### src/design/pvcf_pkg.sv
// Shared types, codes and saturation helpers for the position/velocity filter.
`default_nettype none

package pvcf_pkg;

    // Field and datapath widths
    localparam int POS_W  = 16;
    localparam int ACC_W  = 24;
    localparam int ST_W   = 40;
    localparam int FP_W   = 32;
    localparam int CEIL_W = 15;
    localparam int OPND_W = 41;
    localparam int RES_W  = 42;
    localparam int WIDE_W = 48;

    // Item kinds
    localparam logic [1:0] KIND_SAMPLE = 2'd0;
    localparam logic [1:0] KIND_TICK5  = 2'd1;
    localparam logic [1:0] KIND_TICK2  = 2'd2;

    // Axis indexes
    localparam logic [1:0] AXIS_X = 2'd0;
    localparam logic [1:0] AXIS_Z = 2'd2;

    // Register index bit of paddr
    localparam logic REG_Z_CEIL = 1'b0;

    // Saturation bounds
    localparam logic signed [WIDE_W-1:0] S40_MAX = 48'sh00_7F_FFFF_FFFF;
    localparam logic signed [WIDE_W-1:0] S40_MIN = 48'shFF_80_0000_0000;
    localparam logic signed [ST_W-1:0]   S32_MAX = 40'sh00_7FFF_FFFF;
    localparam logic signed [ST_W-1:0]   S32_MIN = 40'shFF_8000_0000;

    typedef enum logic [2:0] {
        CS_IDLE,
        CS_ISSUE,
        CS_WAIT,
        CS_WB,
        CS_DONE
    } core_state_t;

    typedef enum logic [2:0] {
        OP_LP_POS,
        OP_LP_ACC,
        OP_PRED,
        OP_INT,
        OP_WGT,
        OP_TGT,
        OP_BLEND
    } op_t;

    typedef enum logic [1:0] {
        MP_IDLE,
        MP_LO,
        MP_HI,
        MP_RND
    } mul_phase_t;

    typedef struct packed {
        logic idle;
        logic load;
    } core_stat_t;

    function automatic logic signed [ST_W-1:0] sat40(input logic signed [WIDE_W-1:0] x);
        logic signed [ST_W-1:0] r;
        if (x > S40_MAX) begin
            r = S40_MAX[ST_W-1:0];
        end else if (x < S40_MIN) begin
            r = S40_MIN[ST_W-1:0];
        end else begin
            r = x[ST_W-1:0];
        end
        return r;
    endfunction

    function automatic logic signed [FP_W-1:0] sat32(input logic signed [ST_W-1:0] x);
        logic signed [FP_W-1:0] r;
        if (x > S32_MAX) begin
            r = S32_MAX[FP_W-1:0];
        end else if (x < S32_MIN) begin
            r = S32_MIN[FP_W-1:0];
        end else begin
            r = x[FP_W-1:0];
        end
        return r;
    endfunction

    // Sign extension to the wide sum width
    function automatic logic signed [WIDE_W-1:0] wext40(input logic signed [ST_W-1:0] x);
        return {{(WIDE_W-ST_W){x[ST_W-1]}}, x};
    endfunction

    function automatic logic signed [WIDE_W-1:0] wext42(input logic signed [RES_W-1:0] x);
        return {{(WIDE_W-RES_W){x[RES_W-1]}}, x};
    endfunction

endpackage

`default_nettype wire

### src/design/pvcf_mulq.sv
// Shared fixed-point multiplier: two partial products, then round half away from zero.
`default_nettype none

module pvcf_mulq #(
    parameter int FRAC_BITS = 16
) (
    input  wire logic                                  aclk,
    input  wire logic                                  aresetn,
    input  wire logic                                  start,
    input  wire logic signed [pvcf_pkg::OPND_W-1:0]    a,
    input  wire logic [FRAC_BITS:0]                    c,
    output logic                                       done,
    output logic signed [pvcf_pkg::RES_W-1:0]          res
);
    import pvcf_pkg::*;

    localparam int CW   = FRAC_BITS + 1;
    localparam int LO_W = 21;
    localparam int HI_W = OPND_W - LO_W;
    localparam int PW   = OPND_W + CW;
    localparam logic [PW:0] HALF = (PW+1)'(1) << (FRAC_BITS - 1);

    mul_phase_t phase_reg, phase_next;
    logic [OPND_W-1:0]      mag_reg;
    logic                   neg_reg;
    logic [CW-1:0]          c_reg;
    logic [PW-1:0]          acc_reg;
    logic signed [RES_W-1:0] res_reg;
    logic                   done_reg;

    logic [LO_W+CW-1:0] lo_prod;
    logic [HI_W+CW-1:0] hi_prod;
    logic [PW:0]        rnd_sum;
    logic [OPND_W-1:0]  p_mag;

    // partial products and rounding
    assign lo_prod = mag_reg[LO_W-1:0] * c_reg;
    assign hi_prod = mag_reg[OPND_W-1:LO_W] * c_reg;
    assign rnd_sum = {1'b0, acc_reg} + HALF;
    assign p_mag   = rnd_sum[FRAC_BITS +: OPND_W];

    // phase register
    always_ff @(posedge aclk) begin
        if (!aresetn) begin
            phase_reg <= MP_IDLE;
            done_reg  <= 1'b0;
        end else begin
            phase_reg <= phase_next;
            done_reg  <= (phase_reg == MP_RND);
        end
    end

    always_comb begin
        phase_next = phase_reg;
        unique case (phase_reg)
            MP_IDLE: if (start) phase_next = MP_LO;
            MP_LO:   phase_next = MP_HI;
            MP_HI:   phase_next = MP_RND;
            MP_RND:  phase_next = MP_IDLE;
            default: phase_next = MP_IDLE;
        endcase
    end

    // datapath
    always_ff @(posedge aclk) begin
        case (phase_reg)
            MP_IDLE: begin
                if (start) begin
                    mag_reg <= a[OPND_W-1] ? OPND_W'(-a) : OPND_W'(a);
                    neg_reg <= a[OPND_W-1];
                    c_reg   <= c;
                end
            end
            MP_LO: acc_reg <= PW'(lo_prod);
            MP_HI: acc_reg <= acc_reg + (PW'(hi_prod) << LO_W);
            MP_RND: begin
                if (neg_reg) begin
                    res_reg <= -$signed({1'b0, p_mag});
                end else begin
                    res_reg <= $signed({1'b0, p_mag});
                end
            end
            default: ;
        endcase
    end

    assign done = done_reg;
    assign res  = res_reg;

endmodule

`default_nettype wire

### src/design/pvcf_core.sv
// Sequencer and filter state: runs the filter steps through the shared multiplier.
`default_nettype none

module pvcf_core #(
    parameter int FRAC_BITS = 16
) (
    input  wire logic                                 aclk,
    input  wire logic                                 aresetn,
    input  wire logic                                 start,
    input  wire logic [1:0]                           kind,
    input  wire logic signed [pvcf_pkg::POS_W-1:0]    pos_x,
    input  wire logic signed [pvcf_pkg::POS_W-1:0]    pos_y,
    input  wire logic signed [pvcf_pkg::POS_W-1:0]    pos_z,
    input  wire logic signed [pvcf_pkg::ACC_W-1:0]    acc_x,
    input  wire logic signed [pvcf_pkg::ACC_W-1:0]    acc_y,
    input  wire logic signed [pvcf_pkg::ACC_W-1:0]    acc_z,
    input  wire logic [pvcf_pkg::CEIL_W-1:0]          z_ceil,
    input  wire logic                                 out_free,
    output pvcf_pkg::core_stat_t                      stat,
    output logic signed [pvcf_pkg::ST_W-1:0]          speed_x,
    output logic signed [pvcf_pkg::ST_W-1:0]          speed_y,
    output logic signed [pvcf_pkg::ST_W-1:0]          speed_z,
    output logic signed [pvcf_pkg::FP_W-1:0]          filt_x,
    output logic signed [pvcf_pkg::FP_W-1:0]          filt_y,
    output logic signed [pvcf_pkg::FP_W-1:0]          filt_z
);
    import pvcf_pkg::*;

    localparam int CW = FRAC_BITS + 1;
    // gains rounded to nearest in the fixed-point format
    localparam longint K_LP5_L    = ((longint'(471)  << FRAC_BITS) + 5000)  / 10000;
    localparam longint K_PRD_XY_L = ((longint'(1256) << FRAC_BITS) + 50000) / 100000;
    localparam longint K_PRD_Z_L  = ((longint'(1884) << FRAC_BITS) + 50000) / 100000;
    localparam longint K_INT_L    = ((longint'(1884) << FRAC_BITS) + 50000) / 100000;
    localparam longint K_BL_XY_L  = ((longint'(2512) << FRAC_BITS) + 50000) / 100000;
    localparam longint K_BL_Z_L   = ((longint'(1256) << FRAC_BITS) + 50000) / 100000;
    localparam longint K_W_MIN_L  = ((longint'(1)    << FRAC_BITS) + 50)    / 100;
    localparam logic [CW-1:0] K_LP5    = CW'(K_LP5_L);
    localparam logic [CW-1:0] K_PRD_XY = CW'(K_PRD_XY_L);
    localparam logic [CW-1:0] K_PRD_Z  = CW'(K_PRD_Z_L);
    localparam logic [CW-1:0] K_INT    = CW'(K_INT_L);
    localparam logic [CW-1:0] K_BL_XY  = CW'(K_BL_XY_L);
    localparam logic [CW-1:0] K_BL_Z   = CW'(K_BL_Z_L);
    localparam logic [CW-1:0] K_W_MIN  = CW'(K_W_MIN_L);
    localparam logic [CW-1:0] K_W_MAX  = CW'(1) << FRAC_BITS;

    core_state_t state_reg, state_next;
    op_t         op_reg, op_next;
    logic [1:0]  axis_reg, axis_next;
    logic        seq_end;

    logic signed [POS_W-1:0] rp_reg [3];
    logic signed [ACC_W-1:0] ra_reg [3];
    logic signed [ST_W-1:0]  fp_reg [3];
    logic signed [ST_W-1:0]  fa_reg [3];
    logic signed [ST_W-1:0]  pp_reg [3];
    logic signed [ST_W-1:0]  se_reg [3];
    logic signed [ST_W-1:0]  s_reg;
    logic signed [ST_W-1:0]  tgt_reg;
    logic [CW-1:0]           w_reg;

    logic signed [POS_W-1:0]  rp_a;
    logic signed [ACC_W-1:0]  ra_a;
    logic signed [ST_W-1:0]   fp_a, fa_a, pp_a, se_a;
    logic signed [OPND_W-1:0] p_sc, a_sc, d;
    logic signed [WIDE_W-1:0] dx, d38, d14;
    logic signed [OPND_W-1:0] opnd;
    logic [CW-1:0]            cval;
    logic                     mul_done;
    logic signed [RES_W-1:0]  mul_res;
    logic [RES_W-1:0]         r_abs;
    logic [CW-1:0]            w_new;
    logic signed [POS_W-1:0]  z_clamped;

    // current axis operands
    assign rp_a = rp_reg[axis_reg];
    assign ra_a = ra_reg[axis_reg];
    assign fp_a = fp_reg[axis_reg];
    assign fa_a = fa_reg[axis_reg];
    assign pp_a = pp_reg[axis_reg];
    assign se_a = se_reg[axis_reg];

    // raw values scaled into the filter format
    assign p_sc = {{(OPND_W-POS_W-FRAC_BITS){rp_a[POS_W-1]}}, rp_a, {FRAC_BITS{1'b0}}};
    assign a_sc = {{(OPND_W-ACC_W-FRAC_BITS+8){ra_a[ACC_W-1]}}, ra_a, {(FRAC_BITS-8){1'b0}}};

    // velocity cue and its gains by shift and add
    assign d   = {fp_a[ST_W-1], fp_a} - {pp_a[ST_W-1], pp_a};
    assign dx  = {{(WIDE_W-OPND_W){d[OPND_W-1]}}, d};
    assign d38 = (dx <<< 5) + (dx <<< 2) + (dx <<< 1);
    assign d14 = (dx <<< 4) - (dx <<< 1);

    // multiplier operand and gain selection
    always_comb begin
        opnd = '0;
        cval = K_LP5;
        unique case (op_reg)
            OP_LP_POS: begin
                opnd = p_sc - {fp_a[ST_W-1], fp_a};
                cval = K_LP5;
            end
            OP_LP_ACC: begin
                opnd = a_sc - {fa_a[ST_W-1], fa_a};
                cval = K_LP5;
            end
            OP_PRED: begin
                opnd = {fp_a[ST_W-1], fp_a} - {pp_a[ST_W-1], pp_a};
                cval = (axis_reg == AXIS_Z) ? K_PRD_Z : K_PRD_XY;
            end
            OP_INT: begin
                opnd = {fa_a[ST_W-1], fa_a};
                cval = K_INT;
            end
            OP_WGT: begin
                opnd = {fa_a[ST_W-1], fa_a};
                cval = K_W_MIN;
            end
            OP_TGT: begin
                opnd = OPND_W'(sat40(d38));
                cval = w_reg;
            end
            OP_BLEND: begin
                opnd = {tgt_reg[ST_W-1], tgt_reg} - {s_reg[ST_W-1], s_reg};
                cval = (axis_reg == AXIS_Z) ? K_BL_Z : K_BL_XY;
            end
            default: ;
        endcase
    end

    pvcf_mulq #(
        .FRAC_BITS (FRAC_BITS)
    ) u_mulq (
        .aclk    (aclk),
        .aresetn (aresetn),
        .start   (state_reg == CS_ISSUE),
        .a       (opnd),
        .c       (cval),
        .done    (mul_done),
        .res     (mul_res)
    );

    // blend weight clamped to 0.01..1
    assign r_abs = mul_res[RES_W-1] ? RES_W'(-mul_res) : RES_W'(mul_res);
    always_comb begin
        if (r_abs < RES_W'(K_W_MIN)) begin
            w_new = K_W_MIN;
        end else if (r_abs > RES_W'(K_W_MAX)) begin
            w_new = K_W_MAX;
        end else begin
            w_new = r_abs[CW-1:0];
        end
    end

    // Z sample clamp
    always_comb begin
        if (pos_z < 0) begin
            z_clamped = '0;
        end else if (pos_z > $signed({1'b0, z_ceil})) begin
            z_clamped = $signed({1'b0, z_ceil});
        end else begin
            z_clamped = pos_z;
        end
    end

    // step order
    always_comb begin
        op_next   = op_reg;
        axis_next = axis_reg;
        seq_end   = 1'b0;
        unique case (op_reg)
            OP_LP_POS: op_next = OP_LP_ACC;
            OP_LP_ACC: begin
                op_next   = OP_LP_POS;
                axis_next = axis_reg + 2'd1;
                seq_end   = (axis_reg == AXIS_Z);
            end
            OP_PRED:   op_next = OP_INT;
            OP_INT:    op_next = (axis_reg == AXIS_Z) ? OP_BLEND : OP_WGT;
            OP_WGT:    op_next = OP_TGT;
            OP_TGT:    op_next = OP_BLEND;
            OP_BLEND: begin
                op_next   = OP_PRED;
                axis_next = axis_reg + 2'd1;
                seq_end   = (axis_reg == AXIS_Z);
            end
            default:   op_next = OP_LP_POS;
        endcase
    end

    // sequencer state
    always_ff @(posedge aclk) begin
        if (!aresetn) begin
            state_reg <= CS_IDLE;
            op_reg    <= OP_LP_POS;
            axis_reg  <= AXIS_X;
        end else begin
            state_reg <= state_next;
            if (state_reg == CS_IDLE && start) begin
                op_reg   <= (kind == KIND_TICK5) ? OP_LP_POS : OP_PRED;
                axis_reg <= AXIS_X;
            end else if (state_reg == CS_WB) begin
                op_reg   <= op_next;
                axis_reg <= axis_next;
            end
        end
    end

    always_comb begin
        state_next = state_reg;
        unique case (state_reg)
            CS_IDLE: begin
                if (start) begin
                    if (kind == KIND_TICK5 || kind == KIND_TICK2) begin
                        state_next = CS_ISSUE;
                    end else begin
                        state_next = CS_DONE;
                    end
                end
            end
            CS_ISSUE: state_next = CS_WAIT;
            CS_WAIT:  if (mul_done) state_next = CS_WB;
            CS_WB:    state_next = seq_end ? CS_DONE : CS_ISSUE;
            CS_DONE:  if (out_free) state_next = CS_IDLE;
            default:  state_next = CS_IDLE;
        endcase
    end

    // filter state update
    always_ff @(posedge aclk) begin
        if (!aresetn) begin
            for (int i = 0; i < 3; i++) begin
                rp_reg[i] <= '0;
                ra_reg[i] <= '0;
                fp_reg[i] <= '0;
                fa_reg[i] <= '0;
                pp_reg[i] <= '0;
                se_reg[i] <= '0;
            end
        end else begin
            if (state_reg == CS_IDLE && start && kind == KIND_SAMPLE) begin
                rp_reg[0] <= pos_x;
                rp_reg[1] <= pos_y;
                rp_reg[2] <= z_clamped;
                ra_reg[0] <= acc_x;
                ra_reg[1] <= acc_y;
                ra_reg[2] <= acc_z;
            end
            if (state_reg == CS_WB) begin
                case (op_reg)
                    OP_LP_POS: fp_reg[axis_reg] <= sat40(wext40(fp_a) + wext42(mul_res));
                    OP_LP_ACC: fa_reg[axis_reg] <= sat40(wext40(fa_a) + wext42(mul_res));
                    OP_PRED:   pp_reg[axis_reg] <= sat40(wext40(pp_a) + wext42(mul_res));
                    OP_BLEND:  se_reg[axis_reg] <= sat40(wext40(s_reg) + wext42(mul_res));
                    default: ;
                endcase
            end
        end
    end

    // per-axis scratch
    always_ff @(posedge aclk) begin
        if (state_reg == CS_WB) begin
            case (op_reg)
                OP_INT: begin
                    s_reg <= sat40(wext40(se_a) + wext42(mul_res));
                    if (axis_reg == AXIS_Z) begin
                        tgt_reg <= sat40(d14);
                    end
                end
                OP_WGT: w_reg   <= w_new;
                OP_TGT: tgt_reg <= mul_res[ST_W-1:0];
                default: ;
            endcase
        end
    end

    assign stat.idle = (state_reg == CS_IDLE);
    assign stat.load = (state_reg == CS_DONE) && out_free;

    assign speed_x = se_reg[0];
    assign speed_y = se_reg[1];
    assign speed_z = se_reg[2];
    assign filt_x  = sat32(fp_reg[0]);
    assign filt_y  = sat32(fp_reg[1]);
    assign filt_z  = sat32(fp_reg[2]);

endmodule

`default_nettype wire

### src/design/position_velocity_complementary_filter_unit.sv
// Top level: register port, input/output words and the filter core.
//
//  channel | ports          | carries
//  --------+----------------+-----------------------------------------------
//  input   | s_valid/s_ready| kind, raw XYZ position, raw XYZ acceleration
//  output  | m_valid/m_ready| XYZ speed, low-passed XYZ position
//  config  | APB psel...    | z_pos_ceiling at byte address 0
//
// A sample or an unknown kind runs no multiplier step. A 5 ms tick runs six
// multiplier steps, a 2 ms tick thirteen; each step goes through issue, two partial
// products, round, result handoff and write back on the one shared multiplier.
// s_ready is high only while the sequencer is idle; a finished word waits in the output
// register and the next word is accepted meanwhile. Reset is synchronous, active low,
// and clears all filter state; the ceiling returns to 1500.
`default_nettype none

module position_velocity_complementary_filter_unit #(
    parameter int FRAC_BITS = 16
) (
    input  wire logic                                aclk,
    input  wire logic                                aresetn,
    // register port
    input  wire logic                                psel,
    input  wire logic                                penable,
    input  wire logic                                pwrite,
    input  wire logic [2:0]                          paddr,
    input  wire logic [31:0]                         pwdata,
    output logic [31:0]                              prdata,
    output logic                                     pready,
    // input words
    input  wire logic                                s_valid,
    output logic                                     s_ready,
    input  wire logic [1:0]                          s_kind,
    input  wire logic signed [pvcf_pkg::POS_W-1:0]   s_pos_x,
    input  wire logic signed [pvcf_pkg::POS_W-1:0]   s_pos_y,
    input  wire logic signed [pvcf_pkg::POS_W-1:0]   s_pos_z,
    input  wire logic signed [pvcf_pkg::ACC_W-1:0]   s_acc_x,
    input  wire logic signed [pvcf_pkg::ACC_W-1:0]   s_acc_y,
    input  wire logic signed [pvcf_pkg::ACC_W-1:0]   s_acc_z,
    // result words
    output logic                                     m_valid,
    input  wire logic                                m_ready,
    output logic signed [pvcf_pkg::ST_W-1:0]         m_speed_x,
    output logic signed [pvcf_pkg::ST_W-1:0]         m_speed_y,
    output logic signed [pvcf_pkg::ST_W-1:0]         m_speed_z,
    output logic signed [pvcf_pkg::FP_W-1:0]         m_filt_pos_x,
    output logic signed [pvcf_pkg::FP_W-1:0]         m_filt_pos_y,
    output logic signed [pvcf_pkg::FP_W-1:0]         m_filt_pos_z
);
    import pvcf_pkg::*;

    localparam logic [CEIL_W-1:0] CEIL_RESET = 15'd1500;

    logic [CEIL_W-1:0] ceil_reg;
    logic              m_valid_reg;
    logic              out_free;
    core_stat_t        stat;

    logic signed [ST_W-1:0] spd_x, spd_y, spd_z;
    logic signed [FP_W-1:0] flt_x, flt_y, flt_z;
    logic signed [ST_W-1:0] speed_x_reg, speed_y_reg, speed_z_reg;
    logic signed [FP_W-1:0] filt_x_reg, filt_y_reg, filt_z_reg;

    // register port
    assign pready = 1'b1;
    always_ff @(posedge aclk) begin
        if (!aresetn) begin
            ceil_reg <= CEIL_RESET;
        end else if (psel && penable && pwrite && paddr[2] == REG_Z_CEIL) begin
            ceil_reg <= pwdata[CEIL_W-1:0];
        end
    end
    assign prdata = (paddr[2] == REG_Z_CEIL) ? {17'd0, ceil_reg} : 32'd0;

    assign s_ready  = stat.idle;
    assign out_free = !m_valid_reg || m_ready;

    pvcf_core #(
        .FRAC_BITS (FRAC_BITS)
    ) u_core (
        .aclk     (aclk),
        .aresetn  (aresetn),
        .start    (s_valid && s_ready),
        .kind     (s_kind),
        .pos_x    (s_pos_x),
        .pos_y    (s_pos_y),
        .pos_z    (s_pos_z),
        .acc_x    (s_acc_x),
        .acc_y    (s_acc_y),
        .acc_z    (s_acc_z),
        .z_ceil   (ceil_reg),
        .out_free (out_free),
        .stat     (stat),
        .speed_x  (spd_x),
        .speed_y  (spd_y),
        .speed_z  (spd_z),
        .filt_x   (flt_x),
        .filt_y   (flt_y),
        .filt_z   (flt_z)
    );

    // output word register
    always_ff @(posedge aclk) begin
        if (!aresetn) begin
            m_valid_reg <= 1'b0;
        end else if (stat.load) begin
            m_valid_reg <= 1'b1;
        end else if (m_ready) begin
            m_valid_reg <= 1'b0;
        end
    end

    always_ff @(posedge aclk) begin
        if (stat.load) begin
            speed_x_reg <= spd_x;
            speed_y_reg <= spd_y;
            speed_z_reg <= spd_z;
            filt_x_reg  <= flt_x;
            filt_y_reg  <= flt_y;
            filt_z_reg  <= flt_z;
        end
    end

    assign m_valid      = m_valid_reg;
    assign m_speed_x    = speed_x_reg;
    assign m_speed_y    = speed_y_reg;
    assign m_speed_z    = speed_z_reg;
    assign m_filt_pos_x = filt_x_reg;
    assign m_filt_pos_y = filt_y_reg;
    assign m_filt_pos_z = filt_z_reg;

endmodule

`default_nettype wire

### config.mk
export PLATFORM = sky130hd
export DESIGN_NAME = position_velocity_complementary_filter_unit
export DESIGN_NICKNAME = d
export VERILOG_FILES = /design/src/design/pvcf_pkg.sv /design/src/design/pvcf_mulq.sv /design/src/design/pvcf_core.sv /design/src/design/position_velocity_complementary_filter_unit.sv
export SDC_FILE = /design/constraint.sdc
export NUM_CORES = 2
export LEC_CHECK = 0
export BUFFER_PORTS_ARGS = -buffer_cell sky130_fd_sc_hd__clkbuf_2
export CELL_PAD_IN_SITES_DETAIL_PLACEMENT = 0
export CELL_PAD_IN_SITES_GLOBAL_PLACEMENT = 1
export CORE_MARGIN = 1
export CORE_UTILIZATION = 55
export DETAILED_ROUTE_END_ITERATION = 6
export PLACE_DENSITY = 0.89
export SLEW_MARGIN = 20
export SYNTH_ARGS = -nofsm -noshare
export SYNTH_HDL_FRONTEND = slang
export SYNTH_SLANG_ARGS = --single-unit
export TNS_END_PERCENT = 100
### constraint.sdc
create_clock -name aclk -period 34.5 [get_ports aclk]
set_input_delay 1.725 -clock aclk [delete_from_list [all_inputs] [get_ports aclk]]
set_output_delay 1.725 -clock aclk [all_outputs]
set_load 0.03 [all_outputs]
==> impl_metrics.toml <==
[status]
status = "finished, final reports clean"

[floorplanning]
die_w_um = 436
dieArea_um2 = 190000
io_pins = 415
die_h_um = 436
initial_core_util_pct = 55.3
rows = 159
fp.coreArea_um2 = 188000

[setup_path]
cp.required_ns = 34.99
slowest_stage = "a311oi_1"
worstPathArrival_ns = 13.89
crit_top_cell = "a21oi_1"
max_stage_delay_ns = 1.00
critical_path.max_fanout = 90
cp-end-kind = "register"
path_class = "register to register"
critPathLaunchType = "register"

[cts]
postCtsSetupRepairBufs = 0
cts_made_buffers = 135
cts_buffer_depth = 3
cts_num_sinks = 1244
cts.repair.resized = 0
cts-htree-levels = 4
cts_hold_buffers = 0
ctsRootBufferMaster = "clkbuf_16"
cts.clk_slew.worst_paths_ns = 0.06
cts_tree = "built"
clk_latency_ns = 0.83

[drt]
drc = 0
wl_per_cell_um = 26.3
dr.pass1.iters = 6
postRouteAntennaNets = 0
drt-initial-drc-count = 8972
vias = 83500
wl_um = 350000
viasPerCell = 6.29

[cells_and_area]
fillers = 15700
area_growth_syn_to_layout_pct = 8.67
multi_input_area_um2 = 61200
drive_gt1_share_pct = 10.1
nNetsFinal = 12200
regArea_um2 = 37100

[flow_run]
cap_viol_max_count = 0

[global_route]
grt_pass1_wl_um = 515000
grt_pass1_vias = 81800
antenna_found_initial = 24
overflow = 0
grt_max_degree = 145
grt_use_total_pct = 36.2

[synth]
synthCells = 10500
avgSynthCellArea_um2 = 9.91
synthFlopType = "edfxtp_1"
ys_types = 115
yosysTopAreaCell = "edfxtp_1"
async_flop_share_pct = 0
synth_top_area_share_pct = 35.2
syn_area_um2 = 104000
synth-edff-count = 1215
synth_sequential_area_ratio_pct = 35.7
ys_ff_latch = 1244
yosys_warnings = 0
synth.area.top_cells = "edfxtp_1 (35%), fa_1 (11%), ha_1 (9.2%), nand2_1 (3.8%), inv_1 (3.6%)"

[timing]
period_needed_ns = 13.40
fin_crit_sh_pct = 38.8
max_freq_mhz = 74.6
rsz0062_at_grt = "no"
fin_tns_setup_ns = 0
worstMarginPinSlew_ns = 1.28
setup_violations = 0
relSlewSlack_pct = 14.4
finalHoldViolations = 0
skew_ns = 0.0786
slew_viol_final = 0

[place]
place_congestion = 1.01
portBuffers = 377
hpwl_um = 254000

[worst_hold_path]
hold_path.class = "register to register"
placed cells by master, fill, tap and decap left out, types with 101 or more instances in the layout:
cell / count
a21o_1: 316
nor2_1: 857
inv_1: 997
fa_1: 588
ha_1: 758
clkbuf_2: 377
nand2b_1: 101
nand3_1: 150
nand2_1: 1038
xnor2_1: 367
edfxtp_1: 1215
mux4_2: 160
clkbuf_16: 135
o21ai_0: 713
nor3_1: 116
and2_1: 348
buf_4: 174
xor2_1: 243
a21oi_1: 595
metal layers:
metal	wire, um	share of wire, %	vias to the layer above	track usage (%)
li1	-	-	37100	-
met1	132000	38	41100	45.4
met2	161000	46	4313	57.3
met3	32300	9.2	971	7.99
met4	24000	6.9	22	21.9
met5	138	0.039	-	0
worst paths after layout:
path	startpoint	to	slack, ns	cells after the start
worst max-delay path	register	u_core.u_mulq.mag_reg[34]	21.10	34
worst min register to register	u_core.se_reg[1][35]	m_speed_y[35]	0.44	0
worst min-delay path	u_core.se_reg[1][35]	m_speed_y[35]	0.44	0
worst max register to register	register	u_core.u_mulq.mag_reg[34]	21.10	34
logic make-up after synthesis:
group	count (synthesis)	synth area share [%]
flip-flops	1244	35.7
buffers and inverters	1503	5.55
AND/OR/NAND/NOR	3123	14.2
XOR/XNOR	611	5.16
adder cells (fa/ha/maj)	1348	20.5
other	2	0.00724
multiplexers	248	4.39
AO/OA/AOI/OAI	2382	14.5
critical path: cells and delay by family, from the launching register on:
| kind | cells | cell delay [ns] |
|---|---|---|
| adders and majority gates | 3 | 1.33 |
| xor gates and xnor gates | 3 | 1.10 |
| buffers and inverters | 3 | 0.97 |
| muxes | 1 | 0.84 |
| AOI/OAI and AO/OA | 20 | 6.51 |
| DFF | 1 | 0.93 |
| and+or+nand+nor | 4 | 1.31 |
synthesized netlist by cell type, types with 316 or more instances:
library cell	instances
and2_1	353
fa_1	588
nand2_1	1047
inv_1	997
ha_1	760
edfxtp_1	1215
a21o_1	316
a21oi_1	599
clkbuf_1	432
o21ai_0	719
nor2_1	862
xnor2_1	368
area by class of cell:
| type | count | share of cell area (%) |
|---|---|---|
| multi-input combinational | 7730 | 54.3 |
| clock inverter | 72 | 0.672 |
| clock buffer | 162 | 3.10 |
| timing repair buffer | 554 | 2.88 |
| antenna | 19 | 0.0422 |
| tap | 2495 | 2.77 |
| inverter | 999 | 3.33 |
| sequential | 1244 | 32.9 |
per-stage QoR:
stage                     cells  setup WS, ns  util, %  hold WS (ns)  cell area [um^2]
after CTS                 13300         21.20     60.0         0.444            113000
after global placement    13000         21.39     57.8         0.427            108000
after detailed placement  13000         21.30     57.8         0.431            108000
after floorplan           10500         22.67        -         0.421            104000
after global routing      13300         20.25     60.1         0.452            113000
final                     13300         21.10     60.1         0.443            113000
Power is not shown: default switching activity piles up to over one toggle a cycle in this logic, so the estimate is an artifact.
